===== src/sv/krl_ram.sv =====
// ----------------------------------------------------------------------------
// krl_ram
// Generic single-port RAM with registered read data.
// ----------------------------------------------------------------------------
`default_nettype none
module krl_ram #(
  parameter int WIDTH = 8,
  parameter int DEPTH = 16
) (
  input  wire logic                     clk,
  input  wire logic                     we,
  input  wire logic [$clog2(DEPTH)-1:0] addr,
  input  wire logic [WIDTH-1:0]         wdata,
  output logic      [WIDTH-1:0]         rdata
);
  logic [WIDTH-1:0] mem [DEPTH];

  always_ff @(posedge clk) begin
    if (we) begin
      mem[addr] <= wdata;
    end
    rdata <= mem[addr];
  end
endmodule
`default_nettype wire


===== config.mk =====
export PLATFORM = sky130hd
export DESIGN_NAME = krl_ram
export DESIGN_NICKNAME = d
export VERILOG_FILES = /design/src/sv/krl_ram.sv
export SDC_FILE = /design/constraint.sdc
export NUM_CORES = 1
export LEC_CHECK = 0
export BUFFER_PORTS_ARGS = -buffer_cell sky130_fd_sc_hd__buf_4
export CORE_ASPECT_RATIO = 0.75
export CORE_UTILIZATION = 45
export DETAILED_ROUTE_END_ITERATION = 10
export PLACE_DENSITY = 0.69
export SLEW_MARGIN = 20
export SYNTH_ARGS = -nofsm -noshare
export SYNTH_HDL_FRONTEND = slang
export SYNTH_SLANG_ARGS = --single-unit

===== constraint.sdc =====
create_clock -name clk -period 3.5 [get_ports clk]
set_clock_uncertainty 0.1 [all_clocks]
set_input_delay 0.175 -clock clk [delete_from_list [all_inputs] [get_ports clk]]
set_output_delay 0.175 -clock clk [all_outputs]
set_load 0.02 [all_outputs]

=== Word-level counts from Yosys, hierarchy flattened ===
Memory sizes are Yosys's and may differ from the RTL's. A register that Yosys moved wholly into a read port is not among the register bits.
Cells that the tools add are included.

* Logic and storage cells: 3
* ROM bits: 0
* Input bits: 14
* Bits in latches: 0
* Output and inout port bits: 8
* Memories kept: 1
* Flip-flop bits (word level): 0
* Bits in writable memories: 128

{| class="wikitable"
|+ Memories
! memory !! depth !! bits a word !! read ports !! clocked after Yosys merged registers in !! write ports !! RTL line !! source
|-
| mem || 16 || 8 || 1 || 1 || 1 || 16 || <nowiki>logic [WIDTH-1:0] mem [DEPTH];</nowiki>
|}

* Multiply operators: 0
* Divide/modulo/power cells: 0
* Mux-type cells: 2
* Shift-type cells: 0
* Bitwise gates (word level): 0
* Add/subtract/negate cells: 0
* Equality and inequality tests: 0
* $lt $le $gt $ge: 0
* Reductions and logical operators: 0

{| class="wikitable"
|+ Operators by type and width
! operator !! count
|-
| $mux W1 || 2
|}

=== Logic depth before layout (Yosys ltp) ===
Gate-level depths: netlist of the first run.

* Depth in word-level cells: 2
* Depth in mapped cells: 5

=== Worst setup path after synthesis of the first run ===
Ideal clock, no wire load.

* Path kind: input to register
* Start point: input port addr[2]
* End point: memory mem[0][0] (enable)
* Setup time: 0.383 ns
* Setup slack: 1.732 ns
* Data arrival time: 1.285 ns
* Required time: 3.017 ns
* Path buffers: 0
* Stages on the path: 2
* Cell sequence: or3b_2 > nor3_1

{| class="wikitable"
|+ RTL lines
! element !! RTL line !! source
|-
| from (decl) || 12 || <nowiki>input wire logic [$clog2(DEPTH)-1:0] addr,</nowiki>
|-
| to (decl) || 16 ||
|}

Straight into the memory's write port.

=== Final worst setup path of the first run ===
* Start point: input port addr[0]
* End point: memory mem[5][1] (enable)

Straight into the memory's write port.

==> results.json, run 1 <==
{
  "grt_max_degree": 40,
  "tritoncts": "yes",
  "critical_path.cell_chain": "buf_4, nand2b_1, nor2_1",
  "overflow": 0,
  "ios": 22,
  "drtIter0Drc": 248,
  "status": "finished clean",
  "fmax_mhz": 583,
  "setup_violations": 0,
  "io_buffers": 21,
  "synth_edf_count": 128,
  "die-area_mm2": 0.0117,
  "cts_buffer_depth": 2,
  "grt_pass1_vias": 2457,
  "ys_async_sr_fraction": 0,
  "postCtsSetupBuffers": 0,
  "max_stage_delay_ps": 640,
  "route.antenna.remaining_nets": 0,
  "routed_wl_um": 10300,
  "synth_cell_types": 18,
  "setup_tns_ps": 0,
  "n_antenna_cell": 0,
  "track_usage": 0.192,
  "hold_buffers": 0,
  "power.total_mw": 3.69,
  "die_y_um": 93.9,
  "core_mm2": 0.0109,
  "pre_cts_ws_ps": 1300,
  "critPathCaptureType": "register",
  "wl_met1_um": 4600,
  "hold-worst-slack_ps": 7.93,
  "synthTopCellsByCount": "128 x edfxtp_1, 32 x mux4_2, 16 x a22oi_1",
  "relSlewSlack": 0.454,
  "period_share": 0.490,
  "first_pass_iters": 4,
  "antenna_found_initial": 0,
  "hp-class": "input port to register",
  "syn_avg_cell_area_um2": 22.0,
  "arrival_ps": 1650,
  "rows": 33,
  "hold_viol_final": 0,
  "yosysSeqAreaShare": 0.790,
  "gp_congestion": 0.745,
  "cts_made_buffers": 17,
  "wl_met2_um": 4560,
  "crit_path_top_delay_cell": "nor2_1",
  "die_width_um": 125,
  "reg2reg_from": "mem[15][5]$_DFFE_PP_",
  "dp_hpwl_um": 6200,
  "worst_slew_pin_slew_ps": 816,
  "crit_path_start": "addr[0]",
  "power_density_mw_per_mm2": 625,
  "instances_no_fill": 413,
  "synth.area.top_cells": "edfxtp_1 76%, mux4_2 14%, dfxtp_1 3.2%, a22oi_1 2.4%, nor2_1 0.96%",
  "drcViolationCount": 0,
  "p_leak_nw": 1.92,
  "netlist_area_mm2": 0.00507,
  "setup_slack_ps": 1790,
  "yosys.area.top_type": "edfxtp_1",
  "clockRootBuffer": "clkbuf_16",
  "syn_inst": 230,
  "crit_end": "mem[5][1]$_DFFE_PP_",
  "start_util": 0.463,
  "yosys_most_used_dff": "edfxtp_1",
  "avgViaCountPerCell": 5.77,
  "area_delta_synth_final_pct": 16.7,
  "cp-start-kind": "input port",
  "wl_met3_um": 1050,
  "dp.cells": 383,
  "htreeDepth": 4,
  "wl_per_cell_um": 24.9,
  "num_vias": 2384,
  "cts_resized": 0,
  "worstSetupPathType": "input port to register",
  "synth.top_cell.area_share": 0.759,
  "nets": 276,
  "drv_cap": 0,
  "clk_latency_ps": 410,
  "layout-drive-gt1-share": 0.300,
  "rr_endpoint": "rdata[5]$_DFF_P_",
  "clkSlewWorstSetupHoldPaths_ps": 60,
  "clock_sinks": 136,
  "finalMaxSlewViolations": 0,
  "r2r_slack_ps": 2020,
  "ir_drop_v": 0.000392,
  "synth-seq-cells": 136,
  "path_max_fanout": 39,
  "top_layer": "met4",
  "ys_warn_count": 0,
  "r2r_cells": 3,
  "synth_most_common_cell": "edfxtp_1",
  "grt_pass1_wl_um": 15200,
  "rsz0062_at_grt": "no",
  "cp.required_ps": 3440,
  "fin_crit_ps": 1710,
  "syn_nets": 244
}
metal layers:
metal,GRT usage,vias up
met4,0.0663,0
li1,-,1022
met1,0.286,1238
met5,0,-
met2,0.266,114
met3,0.0587,10
metrics by stage:
stage | util | instance area [um^2]
after floorplan | - | 5070
after global placement | 0.490 | 5360
after detailed placement | 0.491 | 5370
after CTS | 0.540 | 5910
after global routing | 0.540 | 5910
final | 0.540 | 5910
registers in the layout, summed over array words and instances, names as in the netlist:
name,cells
mem,128
rdata,8
worst min-delay path by stage:
stage | from | endpoint | depth (start not counted)
5_1_grt | wdata[5] | mem[12][5]$_DFFE_PP_ | 1
6_report | wdata[0] | mem[4][0]$_DFFE_PP_ | 1
2_1_floorplan | wdata[0] | mem[0][0]$_DFFE_PP_ | 0
3_3_place_gp | wdata[6] | mem[6][6]$_DFFE_PP_ | 1
4_1_cts | wdata[6] | mem[15][6]$_DFFE_PP_ | 1
3_5_place_dp | wdata[0] | mem[7][0]$_DFFE_PP_ | 1
kinds of logic after synthesis:
| kind of cell | Yosys count | synth area share |
|---|---|---|
| AND/OR/NAND/NOR | 35 | 0.0321 |
| AO/OA/AOI/OAI | 16 | 0.0237 |
| buffers and inverters | 11 | 0.0119 |
| multiplexers | 32 | 0.142 |
| flip-flops | 136 | 0.790 |
cell type report:
class                   count  area [um^2]
well taps                 140          175
multi-input cells          83         1010
clock buffers              21          440
clock inverters             9          104
repair buffers             24          180
fillers                   824         5030
flip-flops and latches    136         4000
report_power, final:
group | switching [mW] | internal [mW] | leakage, nW
registers | 0.0107 | 1.82 | 1.22
clock network | 0.635 | 1.03 | 0.266
logic | 0.115 | 0.0759 | 0.428
placed cells by master, fill, tap and decap left out, types with 3 or more instances in the layout:
master | synthesis | routed
buf_4 | 0 | 24
clkinv_4 | 0 | 3
mux4_2 | 32 | 32
nor2_1 | 13 | 13
nand2_1 | 9 | 9
a22oi_1 | 16 | 16
dfxtp_1 | 8 | 8
clkbuf_1 | 2 | 4
nor3_1 | 4 | 3
clkbuf_16 | 0 | 17
edfxtp_1 | 128 | 128
critical path: cells and delay by family:
kind / cells / cell delay (ps)
and+or+nand+nor: 2 / 910
buffers and inverters: 1 / 550
Power figures use the tool's default switching activity.
==> run 2: changes to the inputs <==
- clock period: 3.5 -> 1.65 ns (I/O delays scaled with it)
==> results.json, run 2 (synthesized netlist as in run 1, its figures left out) <==
{
  "status": "finished clean",
  "reg.largest.list": "mem: 128 flops, rdata: 8 flops",
  "n_antenna_cell": 0,
  "path_max_fanout": 1,
  "ios": 22,
  "drv_cap": 0,
  "relSlewSlack": 0.442,
  "largest_register_ffs": 128,
  "overflow": 0,
  "grt_pass1_wl_um": 15400,
  "grt_max_degree": 22,
  "gp_congestion": 0.765,
  "drcViolationCount": 0,
  "die_width_um": 125,
  "multi_input_area_mm2": 0.00101,
  "cp.required_ps": 1840,
  "dp_hpwl_um": 6450,
  "p_leak_nw": 2.09,
  "finalMaxSlewViolations": 0,
  "arrival_ps": 1640,
  "area_delta_synth_final_pct": 22.4,
  "hp-class": "input port to register",
  "clk_latency_ps": 420,
  "die-area_mm2": 0.0117,
  "start_util": 0.463,
  "power.total_mw": 7.80,
  "fmax_mhz": 691,
  "clock_sinks": 136,
  "rows": 33,
  "avgViaCountPerCell": 5.59,
  "cts_resized": 0,
  "worst_slew_pin_slew_ps": 835,
  "regArea_mm2": 0.00400,
  "track_usage": 0.191,
  "antenna_found_initial": 0,
  "tritoncts": "yes",
  "die_y_um": 93.9,
  "htreeDepth": 4,
  "cp-start-kind": "register",
  "fin_crit_ps": 1450,
  "clkSlewWorstSetupHoldPaths_ps": 50,
  "cts_made_buffers": 17,
  "worstSetupPathType": "register to register",
  "hold-worst-slack_ps": 84.0,
  "first_pass_iters": 5,
  "final_cell_mix": "128 x edfxtp_1, 48 x buf_4, 32 x mux4_2",
  "clockRootBuffer": "clkbuf_16",
  "period_share": 0.877,
  "hold_buffers": 8,
  "hold_viol_final": 0,
  "power_density_mw_per_mm2": 1260,
  "drtIter0Drc": 250,
  "rsz0062_at_grt": "no",
  "cts_buffer_depth": 2,
  "wl_per_cell_um": 22.3,
  "nets": 310,
  "setup_tns_ps": 0,
  "critPathCaptureType": "register",
  "final_util": 0.567,
  "ir_drop_v": 0.000989,
  "io_buffers": 21,
  "routed_wl_um": 9980,
  "num_vias": 2504,
  "core_mm2": 0.0109,
  "nFillCells": 806,
  "instances_no_fill": 448,
  "grt_pass1_vias": 2652,
  "layout_commonest_cell": "edfxtp_1",
  "postCtsSetupBuffers": 0,
  "setup_violations": 0,
  "layout-drive-gt1-share": 0.347,
  "regMostFlops": "mem",
  "dp.cells": 409,
  "route.antenna.remaining_nets": 0
}
==> run 2: cell count changes in the layout (fill, tap and decap cells not counted), moves of 2 or more <==
cell and change:
buf_12 +2, clkinv_4 -3, dlygate4sd3_1 +8, clkbuf_1 +3, buf_4 +24, clkinv_2 +2
==> run 2: final timing paths <==
| kind | slack (ps) | from | end | cells past startpoint |
|---|---|---|---|---|
| worst max-delay path | 200 | mem[8][0]$_DFFE_PP_ | rdata[0]$_DFF_P_ | 3 |
| worst min-delay path | 80 | addr[3] | rdata[7]$_DFF_P_ | 4 |
| worst max register to register | 200 | mem[8][0]$_DFFE_PP_ | rdata[0]$_DFF_P_ | 3 |
| worst min register to register | 570 | mem[6][0]$_DFFE_PP_ | rdata[0]$_DFF_P_ | 3 |
==> run 2: worst max-delay path: stages, from the launching register on <==
cell	delay [ps]
edfxtp_1	400
mux4_2	460
a22oi_1	290
nand2_1	70
==> run 2: where the power goes <==
| part | switching, mW | internal (mW) |
|---|---|---|
| sequential | 0.0268 | 3.87 |
| combinational | 0.232 | 0.202 |
| clock | 1.28 | 2.20 |
| total | 1.54 | 6.26 |
==> run 2: final cells by class <==
type                    count  area share
flip-flops and latches    136       0.645
multi-input cells          83       0.163
repair buffers             58      0.0775
clock buffers              24      0.0728
well taps                 140      0.0282
clock inverters             7      0.0135
==> run 2: per-stage QoR <==
| step | setup slack (ps) | cell area (um^2) |
|---|---|---|
| after floorplan | 29.4 | 5070 |
| after global placement | 84.6 | 5590 |
| after detailed placement | 79.1 | 5590 |
| after CTS | 212 | 6200 |
| after global routing | 152 | 6200 |
| final | 204 | 6200 |
==> run 2: per-layer routing <==
metal,wire length (um),share of wire,vias to the layer above,track usage
met2,4740,0.48,102,0.286
li1,-,-,1095,-
met1,4290,0.43,1296,0.261
met5,0,0,-,0
met4,140,0.014,0,0.0994
met3,802,0.080,11,0.0484
==> run 3: changes to the inputs <==
- PLACE_DENSITY: 0.69 -> 0.64
==> results.json, run 3 (synthesized netlist as in run 1, its figures left out) <==
{
  "io_buffers": 21,
  "n_antenna_cell": 0,
  "postCtsSetupBuffers": 0,
  "critPathCaptureType": "register",
  "nFillCells": 788,
  "core_mm2": 0.0109,
  "setup_violations": 0,
  "area_delta_synth_final_pct": 24.1,
  "worst_slew_pin_slew_ps": 847,
  "start_util": 0.463,
  "critical_path.cell_chain": "mux4_2, a22oi_1, nand2_1",
  "clockRootBuffer": "clkbuf_16",
  "ir_drop_v": 0.000946,
  "largest_register_ffs": 128,
  "first_pass_iters": 5,
  "arrival_ps": 1620,
  "clock_sinks": 136,
  "die_y_um": 93.9,
  "period_share": 0.875,
  "power_density_mw_per_mm2": 1270,
  "path_delay_family": "multiplexers",
  "routed_wl_um": 9960,
  "reg.largest.list": "mem: 128 flops, rdata: 8 flops",
  "regArea_mm2": 0.00400,
  "track_usage": 0.191,
  "clkSlewWorstSetupHoldPaths_ps": 60,
  "hp-class": "input port to register",
  "finalMaxSlewViolations": 0,
  "tritoncts": "yes",
  "worstSetupPathType": "register to register",
  "fmax_mhz": 693,
  "grt_pass1_wl_um": 15500,
  "status": "finished clean",
  "fin_crit_ps": 1440,
  "nets": 315,
  "overflow": 0,
  "grt_pass1_vias": 2682,
  "final_cell_mix": "128 x edfxtp_1, 53 x buf_4, 32 x mux4_2",
  "route.antenna.remaining_nets": 0,
  "rows": 33,
  "die-area_mm2": 0.0117,
  "relSlewSlack": 0.434,
  "drtIter0Drc": 127,
  "gp_congestion": 0.787,
  "regMostFlops": "mem",
  "crit_path_top_delay_cell": "mux4_2",
  "cp-start-kind": "register",
  "drcViolationCount": 0,
  "setup_tns_ps": 0,
  "clk_latency_ps": 410,
  "multi_input_area_mm2": 0.00101,
  "rsz0062_at_grt": "no",
  "cp.required_ps": 1830,
  "max_stage_delay_ps": 480,
  "path_max_fanout": 1,
  "hold-worst-slack_ps": 105,
  "dp_hpwl_um": 6560,
  "cp_num_buf_inv": 0,
  "antenna_found_initial": 1,
  "cts_buffer_depth": 2,
  "num_vias": 2453,
  "p_leak_nw": 2.13,
  "wl_per_cell_um": 21.9,
  "htreeDepth": 4,
  "layout-drive-gt1-share": 0.385,
  "die_width_um": 125,
  "grt_max_degree": 17,
  "cts_made_buffers": 17,
  "hold_viol_final": 0,
  "ios": 22,
  "avgViaCountPerCell": 5.40,
  "layout_commonest_cell": "edfxtp_1",
  "power.total_mw": 7.99,
  "drv_cap": 0
}
[run 3: layout make-up]
cell class	count	share of cell area
sequential	136	0.637
timing repair buffer	63	0.0824
clock inverter	13	0.0205
multi-input combinational	83	0.160
tap	140	0.0279
clock buffer	19	0.0720
[run 3: worst paths after layout]
check                                           from                to  slack [ps]  cells past startpoint
worst min register to register  mem[12][4]$_DFFE_PP_  rdata[4]$_DFF_P_         570                      3
worst min-delay path                         addr[3]  rdata[3]$_DFF_P_         110                      4
worst max register to register   mem[3][0]$_DFFE_PP_  rdata[0]$_DFF_P_         210                      3
worst max-delay path             mem[3][0]$_DFFE_PP_  rdata[0]$_DFF_P_         210                      3
[run 3: what timing repair did]
item / 4_1_cts / 5_1_grt
gates resized for setup: 0 / 0
hold endpoints to repair: 128 / 0
hold buffers: 8 / 0
[run 3: worst register-to-register path: stages, from the launching register on]
cell and delay, ps:
edfxtp_1 370, mux4_2 480, a22oi_1 220, nand2_1 130
[run 3: metrics by stage]
step,utilization,std cells,instance area (um^2),setup slack (ps)
detailed placement,0.514,414,5630,41.7
global placement,0.514,414,5630,78.4
global route,0.575,454,6290,165
floorplan,-,230,5070,29.4
finish,0.575,454,6290,207
CTS,0.575,454,6290,191
[run 3: report_power, final]
group	leakage (nW)	switching, mW	internal (mW)
Sequential	1.22	0.0227	3.86
Combinational	0.629	0.238	0.208
Clock	0.280	1.37	2.28
[run 3: metal layers]
| layer | wire [um] | global-route usage |
|---|---|---|
| met4 | 105 | 0.0793 |
| met5 | 0 | 0 |
| met3 | 475 | 0.0518 |
| met1 | 4760 | 0.253 |
| met2 | 4620 | 0.300 |
